[src/gkg_divider.sv]
`timescale 1ns / 1ps
// Restoring radix-2 divider, one quotient bit per cycle.
// Depends on nothing.
module gkg_divider #(
    parameter int NW = 64,
    parameter int DW = 32
) (
    input  logic          clk,
    input  logic          rst_n,
    input  logic          go,
    input  logic [NW-1:0] num,
    input  logic [DW-1:0] den,
    output logic          done,
    output logic [NW-1:0] quot
);
    localparam int CW = $clog2(NW + 1);

    logic [NW-1:0] q_reg, q_next;
    logic [DW-1:0] r_reg, r_next;
    logic [DW-1:0] d_reg, d_next;
    logic [CW-1:0] cnt_reg, cnt_next;
    logic          busy_reg, busy_next, done_reg, done_next;
    logic [DW:0]   trial;

    always_comb
    begin
        q_next    = q_reg;
        r_next    = r_reg;
        d_next    = d_reg;
        cnt_next  = cnt_reg;
        busy_next = busy_reg;
        done_next = 1'b0;
        trial     = '0;
        if (go)
        begin
            q_next    = num;
            r_next    = '0;
            d_next    = den;
            cnt_next  = CW'(NW);
            busy_next = 1'b1;
        end
        else if (busy_reg)
        begin
            trial  = {r_reg, q_reg[NW-1]};
            q_next = {q_reg[NW-2:0], 1'b0};
            if (trial >= {1'b0, d_reg})
            begin
                r_next    = DW'(trial - {1'b0, d_reg});
                q_next[0] = 1'b1;
            end
            else
            begin
                r_next = trial[DW-1:0];
            end
            cnt_next = cnt_reg - CW'(1);
            if (cnt_reg == CW'(1))
            begin
                busy_next = 1'b0;
                done_next = 1'b1;
            end
        end
    end

    always_ff @(posedge clk or negedge rst_n)
    begin
        if (!rst_n)
        begin
            busy_reg <= 1'b0;
            done_reg <= 1'b0;
            cnt_reg  <= '0;
        end
        else
        begin
            busy_reg <= busy_next;
            done_reg <= done_next;
            cnt_reg  <= cnt_next;
        end
    end

    always_ff @(posedge clk)
    begin
        q_reg <= q_next;
        r_reg <= r_next;
        d_reg <= d_next;
    end

    assign done = done_reg;
    assign quot = q_reg;
endmodule

[config.mk]
export PLATFORM = sky130hd
export DESIGN_NAME = gkg_divider
export DESIGN_NICKNAME = d
export VERILOG_FILES = /design/src/gkg_divider.sv
export SDC_FILE = /design/constraint.sdc
export NUM_CORES = 1
export LEC_CHECK = 0
export ABC_CLOCK_PERIOD_IN_PS = 5700
export BUFFER_PORTS_ARGS = -buffer_cell sky130_fd_sc_hd__buf_4
export CAP_MARGIN = 30
export CORE_MARGIN = 2
export CORE_UTILIZATION = 53
export CTS_CLUSTER_SIZE = 25
export DETAILED_ROUTE_END_ITERATION = 12
export GPL_TIMING_DRIVEN = 0
export PLACE_DENSITY_LB_ADDON = 0.15
export SLEW_MARGIN = 20
export SYNTH_ARGS = -nofsm -noshare
export SYNTH_HDL_FRONTEND = slang
export SYNTH_SLANG_ARGS = --single-unit
[constraint.sdc]
create_clock -name clk -period 5.7 [get_ports clk]
set_input_delay 0.285 -clock clk [delete_from_list [all_inputs] [get_ports clk]]
set_output_delay 0.285 -clock clk [all_outputs]
set_load 0.005 [all_outputs]
# After elaboration in Yosys (flattened, before gate mapping)
# Cells that the tools add are included.
[totals]
regBits = 137
in_bits = 99
[classes]
add_sub_neg = 2
n_lt_le_gt_ge = 1
eq_ne = 1
mux = 12
n_reduce_logical = 1
[ops]
columns = ["op", "n"]
rows = [
  ["64-bit two-way mux", 2],
  ["33-bit by 32-bit greater-or-equal comparator with 1-bit output", 1],
  ["32-bit two-way mux", 1],
  ["32-bit subtractor", 1],
  ["7-bit two-way mux", 2],
  ["7-bit by 1-bit == test with 1-bit output, second input constant", 1],
  ["1-bit two-way mux", 7],
  ["7-bit by 1-bit subtractor with 7-bit output, second input constant", 1],
  ["2-bit nonzero test", 1],
]

# Longest topological paths before layout
# Gate-level depths: netlist (run 1).
[depth]
ltp_word = 4
depth_mapped = 15

# Least setup slack after synthesis (run 1)
# Ideal clock, no wire load.
[synth_path]
path_kind = "register to register"
startpoint = "reg d_reg[1]"
endpoint = "reg q_reg[0], in the netlist quot[0] (data pin)"
t_arrival_ns = 2.716
t_required_ns = 5.440
setup_slack_ns = 2.724
path_stages_with_launch = 14
n_path_buf = 3
synth_period_minus_slack_ns = 2.976
cell_sequence = "edfxtp_1 inv_1 ha_1 nor2b_1 o21bai_1 a21oi_4 a211oi_4 a2111oi_4 o211a_1 or2_1 buf_4 buf_6 buf_6 mux2_2"
[synth_via]
elab_chain_len = 4
[synth_rtl]
columns = ["item", "line_no", "rtl"]
rows = [
  ["start: declaration", "20", "logic [DW-1:0] d_reg, d_next;"],
  ["start signal: assignment", "84", "d_reg <= d_next;"],
  ["33-bit by 32-bit greater-or-equal comparator with 1-bit output", "46", "if (trial >= {1'b0, d_reg})"],
  ["1-bit two-way mux", "46", ""],
  ["64-bit two-way mux", "42", "else if (busy_reg)"],
  ["64-bit two-way mux", "34", "if (go)"],
  ["named net q_next[0]", "18", "logic [NW-1:0] q_reg, q_next;"],
  ["end signal: assignment", "82", "q_reg <= q_next;"],
  ["end: declaration", "18", ""],
]
# The timed path passes the listed nets, and every way through them passes these cells. The select of a mux whose other input is x is not followed.
# A chain may end at the register's enable or synchronous reset.

# Worst setup path after layout (run 1)
[layout_path]
startpoint = "reg q_reg[63], in the netlist quot[63]"
endpoint = "reg r_reg[28]"
[layout_via]
elab_chain_len = 2
word_cells_on_any_way = 3
[layout_rtl]
columns = ["item", "line_no", "rtl"]
rows = [
  ["32-bit subtractor / 33-bit by 32-bit greater-or-equal comparator with 1-bit output (equally long branches)", "48, 46", ""],
  ["32-bit two-way mux *", "46", ""],
  ["end signal: assignment", "83", "r_reg <= r_next;"],
  ["end: declaration", "19", "logic [DW-1:0] r_reg, r_next;"],
]
# Every way passes the cells marked *; elsewhere a longest branch is shown, timed or not.

==> flow_metrics.env, run 1 <==
export IMPL_outcome="finished clean"
export IMPL_worstPathRequired_ns=6.03
export IMPL_place_hpwl_mm=13.4
export IMPL_synth_top_area_cell="edfxtp_1"
export IMPL_ir_drop_v=0.000342
export IMPL_design_area_sq_um=9490
export IMPL_critical_path_class="flop to flop"
export IMPL_grt_max_degree=52
export IMPL_fmax_mhz=277
export IMPL_synth_edf_count=96
export IMPL_placed_area_sq_um=8860
export IMPL_core_sq_um=13700
export IMPL_finalSetupTns_ns=0
export IMPL_arrival_ns=3.93
export IMPL_whs_ns=0.0205
export IMPL_worst_slew_pin_slew_ns=0.654
export IMPL_clockBufferDepth=2
export IMPL_slew_limit_headroom=0.564
export IMPL_ys_seq_area_frac=0.508
export IMPL_postSynthCellCount=661
export IMPL_async_flop_share=0.0657
export IMPL_dp_cells=1005
export IMPL_antennaDiodeCount=0
export IMPL_vias_per_cell=5.64
export IMPL_path_clk_slew_ns=0.07
export IMPL_dieHeight_um=122
export IMPL_portBuffers=163
export IMPL_dr_first_iter_drc_count=409
export IMPL_syn_mean_instance_area_sq_um=11.2
export IMPL_final_cell_mix="buf_4 (165), edfxtp_1 (96), nand2_1 (75), mux2_2 (64), nor2_1 (53)"
export IMPL_slew_viol_final=0
export IMPL_yosysUniqueCellTypes=64
export IMPL_cap_violations=0
export IMPL_nets=979
export IMPL_cp_start_kind="flop"
export IMPL_hold_viol=0
export IMPL_r2r_start="quot[63]"
export IMPL_syn_area_sq_um=7390
export IMPL_postCtsSetupRepairBufs=0
export IMPL_reg2reg_depth=12
export IMPL_min_period_ns=3.61
export IMPL_largest_reg_flops=64
export IMPL_cts_buffers=17
export IMPL_hold_path_depth=1
export IMPL_wl_per_cell_um=18.0
export IMPL_dieArea_sq_um=14900
export IMPL_setup_viol=0
export IMPL_hp_start="den[9]"
export IMPL_cts_tree="built"
export IMPL_holdCritPathClass="input pin to flop"
export IMPL_areaGrowthSynthToFinish_pct=28.5
export IMPL_drtPass1Iterations=5
export IMPL_fin_skew_ns=0.0194
export IMPL_synth_seq_cells=137
export IMPL_synth_top_area_frac=0.390
export IMPL_grt_pass1_wl_mm=29.3
export IMPL_layout_drive_gt1_share=0.331
export IMPL_start_util=0.538
export IMPL_ys_dominant_reg_cell="edfxtp_1"
export IMPL_htree_num_levels=4
export IMPL_vias=5857
export IMPL_critPathMaxFanout=4
export IMPL_syn_nets=795
export IMPL_period_share=0.633
export IMPL_timing_rr_end="r_reg[28]"
export IMPL_worstHoldEndpoint="d_reg[9]"
export IMPL_cts_sinks=137
export IMPL_rsz0062_at_grt="no"
export IMPL_ant_nets=0
export IMPL_crit_path_end_kind="flop"
export IMPL_root_buffer="clkbuf_16"
export IMPL_drt_wl_total_mm=18.7
export IMPL_synthTopCellsByArea="edfxtp_1 (39%), mux2_2 (9.8%), dfxtp_1 (8.7%)"
export IMPL_overflow=0
export IMPL_antenna_found_initial=0
export IMPL_p_leak_nw=4.15
export IMPL_grt_pass1_vias=6033
export IMPL_die_w_um=122
export IMPL_rows=43
export IMPL_r2r_slack_ns=2.09
export IMPL_gp_congestion=0.884
export IMPL_grt_use_total=0.256
export IMPL_p_per_area_nw_per_um2=454
export IMPL_fin_cells=1038
export IMPL_yosysWarnings=0
export IMPL_drc=0
export IMPL_clk_insertion_delay_late_ns=0.44
export IMPL_io_pin_count=164
export IMPL_final_common_cell="buf_4"
==> critical path: stages (launching register included) <==
cell	delay, ns
edfxtp_1	0.40
inv_1	0.06
ha_1	0.22
fa_1	0.41
nor2b_1	0.18
o2111ai_1	0.20
a2111oi_1	0.67
o31ai_1	0.25
o21ai_1	0.30
o21ai_0	0.13
o31ai_1	0.32
xnor2_1	0.12
o32ai_1	0.23
==> layer usage <==
metal	share of wire	vias to the layer above	routed length (um)	track usage
met1	0.40	2807	7510	0.296
met2	0.49	216	9210	0.429
met3	0.081	35	1510	0.0950
met5	0	-	0	0
li1	-	2799	-	-
met4	0.023	0	436	0.103
==> repair_timing <==
action / CTS / global route
endpoints found under the setup margin: 0 / 0
gates resized for setup: 0 / 0
hold buffers: 1 / 0
endpoints found under the hold margin: 9 / 0
==> cell families (layout without fill, tap and decap cells) <==
family	count (synthesis)	after routing	synth area share
simple gates	179	179	0.108
xor+xnor	31	31	0.0368
compound gates	141	141	0.147
fa+ha+maj	35	35	0.0603
buf+inv	72	269	0.0401
flops	137	137	0.508
mux	66	66	0.100
==> per-stage QoR <==
stage,worst slack (ns),utilization,power (mW)
6_report,2.09,0.692,4.31
4_1_cts,2.18,0.692,4.30
2_1_floorplan,2.72,-,2.65
3_5_place_dp,2.26,0.646,3.13
3_3_place_gp,2.07,0.644,3.08
5_1_grt,1.80,0.692,4.55
==> worst max path at each step <==
stage                  start   endpoint  depth (start not counted)
floorplan           d_reg[1]    quot[0]                         13
global route        quot[63]  r_reg[28]                         12
global placement          go   quot[15]                          5
CTS                 quot[63]  r_reg[28]                         12
detailed placement  quot[63]  r_reg[28]                         12
finish              quot[63]  r_reg[28]                         12
==> power breakdown <==
| part | leakage, nW | switching (mW) | internal [mW] | total (mW) |
|---|---|---|---|---|
| combinational | 2.50 | 0.928 | 0.769 | 1.70 |
| clock | 0.294 | 0.457 | 0.698 | 1.15 |
| sequential | 1.36 | 0.156 | 1.30 | 1.45 |
==> Yosys cell counts, drive strengths merged (2+ instances only) <==
library cell / n
a2111oi: 3
a211o: 2
a211oi: 4
a21o: 22
a21oi: 29
a311oi: 27
a31oi: 7
and2: 5
and3: 2
and4: 2
buf: 9
clkbuf: 22
dfrtp: 9
dfxtp: 32
edfxtp: 96
ha: 34
inv: 41
mux2: 64
mux2i: 2
nand2: 75
nand2b: 5
nand3: 10
nand4: 7
nor2: 53
nor2b: 4
nor3: 6
nor4: 2
o2111ai: 2
o211ai: 3
o21a: 6
o21ai: 18
o21bai: 3
o22ai: 2
o31ai: 3
or2: 2
or3: 3
xnor2: 21
xor2: 10
==> area by class of cell <==
class	instances	area (sq um)
clock buffers	17	425
inverters	41	154
multi-input cells	452	3340
plain buffers	31	143
flip-flops and latches	137	3750
clock inverters	15	189
well taps	180	225
repair buffers	165	1260
fillers	1034	4230
No activity file was read; power rests on OpenSTA's default activity.
==> inputs of run 2 (changes only) <==
ABC_CLOCK_PERIOD_IN_PS = 3300   (was 5700)
CORE_UTILIZATION = 50   (was 53)
clock period = 3.3 ns   (was 5.7 ns; I/O delays follow)
==> flow_metrics.env, run 2 (synthesis results as in run 1) <==
export IMPL_ant_nets=0
export IMPL_start_util=0.510
export IMPL_crit_path_end_kind="flop"
export IMPL_holdCritPathClass="input pin to flop"
export IMPL_areaGrowthSynthToFinish_pct=33.4
export IMPL_whs_ns=0.0403
export IMPL_final_cell_mix="buf_4 (170), edfxtp_1 (96), nand2_1 (75), mux2_2 (64), nor2_1 (52)"
export IMPL_worstPathRequired_ns=3.48
export IMPL_drc=0
export IMPL_core_sq_um=14500
export IMPL_root_buffer="clkbuf_16"
export IMPL_rows=44
export IMPL_outcome="finished clean"
export IMPL_antenna_found_initial=0
export IMPL_wl_per_cell_um=17.1
export IMPL_critPathMaxFanout=10
export IMPL_final_common_cell="buf_4"
export IMPL_grt_use_total=0.235
export IMPL_antennaDiodeCount=0
export IMPL_cts_tree="built"
export IMPL_slew_viol_final=0
export IMPL_io_pin_count=164
export IMPL_critical_path_class="flop to flop"
export IMPL_cp_start_kind="flop"
export IMPL_fmax_mhz=316
export IMPL_largest_reg_flops=64
export IMPL_crit_path_cell_trace="inv_1, ha_1, and3_2, nand4_2, a21oi_4, a211oi_4, a2111oi_4, o211a_1, or2_1, buf_4, buf_6, buf_6, mux2_2"
export IMPL_dieArea_sq_um=15800
export IMPL_drt_wl_total_mm=18.4
export IMPL_ir_drop_v=0.000485
export IMPL_vias_per_cell=5.50
export IMPL_dieHeight_um=126
export IMPL_arrival_ns=3.34
export IMPL_portBuffers=163
export IMPL_vias=5913
export IMPL_period_share=0.958
export IMPL_p_leak_nw=4.27
export IMPL_die_w_um=126
export IMPL_overflow=0
export IMPL_p_per_area_nw_per_um2=754
export IMPL_cts_sinks=137
export IMPL_path_common_cell="buf_6"
export IMPL_place_hpwl_mm=13.3
export IMPL_worst_slew_pin_slew_ns=0.887
export IMPL_clockBufferDepth=2
export IMPL_fin_cells=1075
export IMPL_slew_limit_headroom=0.409
export IMPL_setup_viol=0
export IMPL_slowest_delay_ns=0.37
export IMPL_dp_cells=1008
export IMPL_grt_pass1_wl_mm=29.8
export IMPL_drtPass1Iterations=4
export IMPL_min_period_ns=3.16
export IMPL_fin_skew_ns=0.00540
export IMPL_gp_congestion=0.955
export IMPL_clk_insertion_delay_late_ns=0.42
export IMPL_cap_violations=0
export IMPL_hold_viol=0
export IMPL_nets=1012
export IMPL_critPathBufInv=4
export IMPL_htree_num_levels=4
export IMPL_grt_max_degree=65
export IMPL_utilization=0.681
export IMPL_cts_buffers=17
export IMPL_finalSetupTns_ns=0
export IMPL_grt_pass1_vias=6118
export IMPL_cpMaxStageDelayCell="a211oi_4"
export IMPL_path_clk_slew_ns=0.06
export IMPL_critPathTopFamily="compound AO/OA/AOI/OAI gates"
export IMPL_layout_drive_gt1_share=0.333
export IMPL_dr_first_iter_drc_count=390
## run 2: cell count changes in the layout (fill, tap and decap cells not counted), moves of 2 or more
cell	delta
dlygate4sd3_1	+32
buf_4	+5
clkinv_4	+2
inv_6	-2
## run 2: layout make-up
class | instances | area, sq um
fill | 1121 | 4620
tap | 184 | 230
clock inverter | 13 | 146
buffer | 29 | 138
timing repair buffer | 200 | 1580
multi-input combinational | 452 | 3420
clock buffer | 19 | 433
sequential | 137 | 3750
inverter | 41 | 154
## run 2: final timing paths
path | start | end | slack [ns] | depth (start not counted)
min in group asynchronous | rst_n | done | 0.10 | 2
min reg2reg | r_reg[31] | r_reg[31] | 0.49 | 2
max | d_reg[9] | quot[0] | 0.14 | 13
max reg2reg | d_reg[9] | quot[0] | 0.14 | 13
min | num[31] | quot[31] | 0.04 | 2
max in group asynchronous | rst_n | cnt_reg[0] | 3.07 | 2
## run 2: metal layers
metal | global-route usage | up-vias | wire length, um
met3 | 0.0822 | 39 | 1370
li1 | - | 2867 | -
met4 | 0.0830 | 0 | 438
met1 | 0.280 | 2806 | 7600
met2 | 0.394 | 201 | 8940
met5 | 0 | - | 0
## run 2: metrics by stage
| stage | worst slack [ns] | instance area [sq um] | power (mW) |
|---|---|---|---|
| after floorplan | 0.324 | 7390 | 4.57 |
| after global placement | -0.212 | 8840 | 5.33 |
| after detailed placement | -0.132 | 8840 | 5.40 |
| after CTS | 0.00621 | 9760 | 7.34 |
| after global routing | -0.0194 | 9860 | 7.87 |
| final | 0.140 | 9860 | 7.43 |
## run 2: what timing repair did
item,CTS,global route
pin swaps,1,9
endpoints found under the hold margin,41,0
endpoints found under the setup margin,4,32
hold buffers,33,0
resized for setup,2,14
buffers inserted,0,4
## run 2: power by group
part           leakage (nW)  switching, mW  internal, mW
sequential             1.36          0.265          2.24
combinational          2.63           1.64          1.41
clock                 0.274          0.752          1.12
==> inputs of run 3 (changes only) <==
ABC_CLOCK_PERIOD_IN_PS = 2800   (was 3300)
clock period = 2.8 ns   (was 3.3 ns; I/O delays follow)
==> flow_metrics.env, run 3 (synthesis results as in run 1) <==
export IMPL_largest_reg_flops=64
export IMPL_hp_start="num[22]"
export IMPL_dr_first_iter_drc_count=359
export IMPL_drt_wl_total_mm=21.0
export IMPL_critPathMaxFanout=4
export IMPL_hold_viol=0
export IMPL_reg2reg_depth=12
export IMPL_critical_path_class="flop to flop"
export IMPL_areaGrowthSynthToFinish_pct=47.4
export IMPL_path_clk_slew_ns=0.06
export IMPL_power_switching_mw=3.82
export IMPL_dieHeight_um=126
export IMPL_slew_viol_final=0
export IMPL_final_cell_mix="buf_4 (193), edfxtp_1 (96), mux2_2 (64), nor2_1 (50), nand2_1 (49)"
export IMPL_grt_pass1_vias=6409
export IMPL_dieArea_sq_um=15800
export IMPL_vias=6255
export IMPL_pwr_share_clk=0.201
export IMPL_die_w_um=126
export IMPL_p_leak_nw=4.60
export IMPL_ff_latch_area_sq_um=3750
export IMPL_vias_per_cell=5.64
export IMPL_fin_skew_ns=0.0106
export IMPL_combPwrFrac=0.503
export IMPL_worst_slack_ns=-0.133
export IMPL_fmax_mhz=341
export IMPL_outcome="finished with violations"
export IMPL_overflow=0
export IMPL_grt_max_degree=65
export IMPL_met1_usage=0.312
export IMPL_n_fill_cell=968
export IMPL_crit_path_end_kind="flop"
export IMPL_final_common_cell="buf_4"
export IMPL_grt_use_total=0.256
export IMPL_grt_pass1_wl_mm=32.3
export IMPL_internal_power_mw=6.42
export IMPL_clockBufferDepth=2
export IMPL_hold_path_depth=2
export IMPL_rsz0062_at_grt="yes"
export IMPL_gp_congestion=0.902
export IMPL_cts_buffers=17
export IMPL_portBuffers=163
export IMPL_arrival_ns=3.25
export IMPL_seq_power_share=0.296
export IMPL_worst_slew_pin_slew_ns=0.752
export IMPL_clk_insertion_delay_late_ns=0.42
export IMPL_multi_input_area_sq_um=4080
export IMPL_ir_drop_v=0.000540
export IMPL_cp_start_kind="flop"
export IMPL_busiest_layer="met2"
export IMPL_r2r_start="quot[63]"
export IMPL_placed_area_sq_um=8900
export IMPL_crit_path_cell_trace="inv_1, ha_2, fa_2, nor2b_4, o2111ai_4, a2111oi_4, o31ai_4, o21ai_2, o211ai_1, mux2i_1, nor3_2, a2111oi_2"
export IMPL_worstSetupStartpoint="quot[63]"
export IMPL_min_period_ns=2.93
export IMPL_place_hpwl_mm=13.8
export IMPL_design_area_sq_um=10900
export IMPL_rows=44
export IMPL_start_util=0.510
export IMPL_slew_limit_headroom=0.499
export IMPL_drc=0
export IMPL_cts_sinks=137
export IMPL_use_met2=0.432
export IMPL_setup_viol=22
export IMPL_p_per_area_nw_per_um2=941
export IMPL_holdCritPathClass="input pin to flop"
export IMPL_p_sw_frac=0.373
export IMPL_period_share=1.05
export IMPL_pre_cts_ws_ns=-0.491
export IMPL_slowest_delay_ns=0.53
export IMPL_ant_nets=0
export IMPL_antenna_found_initial=0
export IMPL_nets=1049
export IMPL_antennaDiodeCount=0
export IMPL_core_sq_um=14500
export IMPL_violations="negative setup slack"
export IMPL_worstPathRequired_ns=3.12
export IMPL_whs_ns=0.0147
export IMPL_layout_drive_gt1_share=0.463
export IMPL_root_buffer="clkbuf_16"
export IMPL_io_pin_count=164
export IMPL_htree_num_levels=4
export IMPL_wl_per_cell_um=18.9
export IMPL_cpMaxStageDelayCell="a2111oi_4"
export IMPL_met3_usage=0.0745
export IMPL_cap_violations=0
export IMPL_drtPass1Iterations=5
export IMPL_cts_tree="built"
## run 3: cell types whose count changed in the layout (fill, tap and decap cells not counted), moves of 11 or more
cell / delta
a311oi_1: -13
a311oi_2: +13
buf_4: +23
ha_1: -17
ha_4: +15
nand2_1: -26
nand2_2: +15
nand2_4: +11
## run 3: what timing repair did
action                                  4_1_cts  5_1_grt
pin swaps                                    35       71
endpoints found under the setup margin       33       97
hold buffers                                 34        0
resized for setup                            64      108
gates cloned                                  1        4
buffers inserted                             20       21
hold endpoints to repair                     42        0
## run 3: path summary, 6_finish.rpt
| kind | endpoint | slack, ns |
|---|---|---|
| min | quot[22] | 0.01 |
| max | r_reg[30] | -0.13 |
| max reg2reg | r_reg[30] | -0.13 |
| max in group asynchronous | busy_reg | 2.59 |
| min reg2reg | cnt_reg[6] | 0.52 |
| min in group asynchronous | cnt_reg[0] | 0.07 |
## run 3: routing by layer
layer  wire (um)  part of all wire
met5           0                 0
met4         476             0.023
met3        1440             0.069
met2       10500              0.50
met1        8560              0.41
## run 3: final cells by class
cell class / instances / share of cell area
Sequential cell: 137 / 0.345
Timing Repair Buffer: 239 / 0.182
Tap cell: 184 / 0.0212
Clock buffer: 18 / 0.0394
Buffer: 26 / 0.0138
Multi-Input combinational cell: 453 / 0.375
Clock inverter: 12 / 0.00966
Inverter: 41 / 0.0141
## run 3: critical path, delay by kind of cell, from the launching register on
kind	cells	cell delay [ns]
AO/OA/AOI/OAI	6	1.40
adder cells (fa/ha/maj)	2	0.56
buffers and inverters	1	0.06
flip-flops	1	0.34
multiplexers	1	0.21
AND/OR/NAND/NOR	2	0.26
## run 3: through the flow
stage,total power [mW],setup TNS (ns),cells,util
floorplan,5.45,-0.0913,661,-
global placement,6.38,-54.81,1008,0.614
CTS,9.20,-0.712,1087,0.706
finish,10.2,-1.39,1110,0.752
detailed placement,6.45,-33.42,1008,0.615
global route,10.8,-4.74,1110,0.752
## run 3: power groups by stage
stage	sequential, mW	combinational, mW	clock, mW
2_1_floorplan	2.93	2.52	0
3_3_place_gp	2.97	3.41	0
3_5_place_dp	2.99	3.46	0
4_1_cts	2.98	4.12	2.10
5_1_grt	3.08	5.52	2.17
6_report	3.03	5.15	2.06
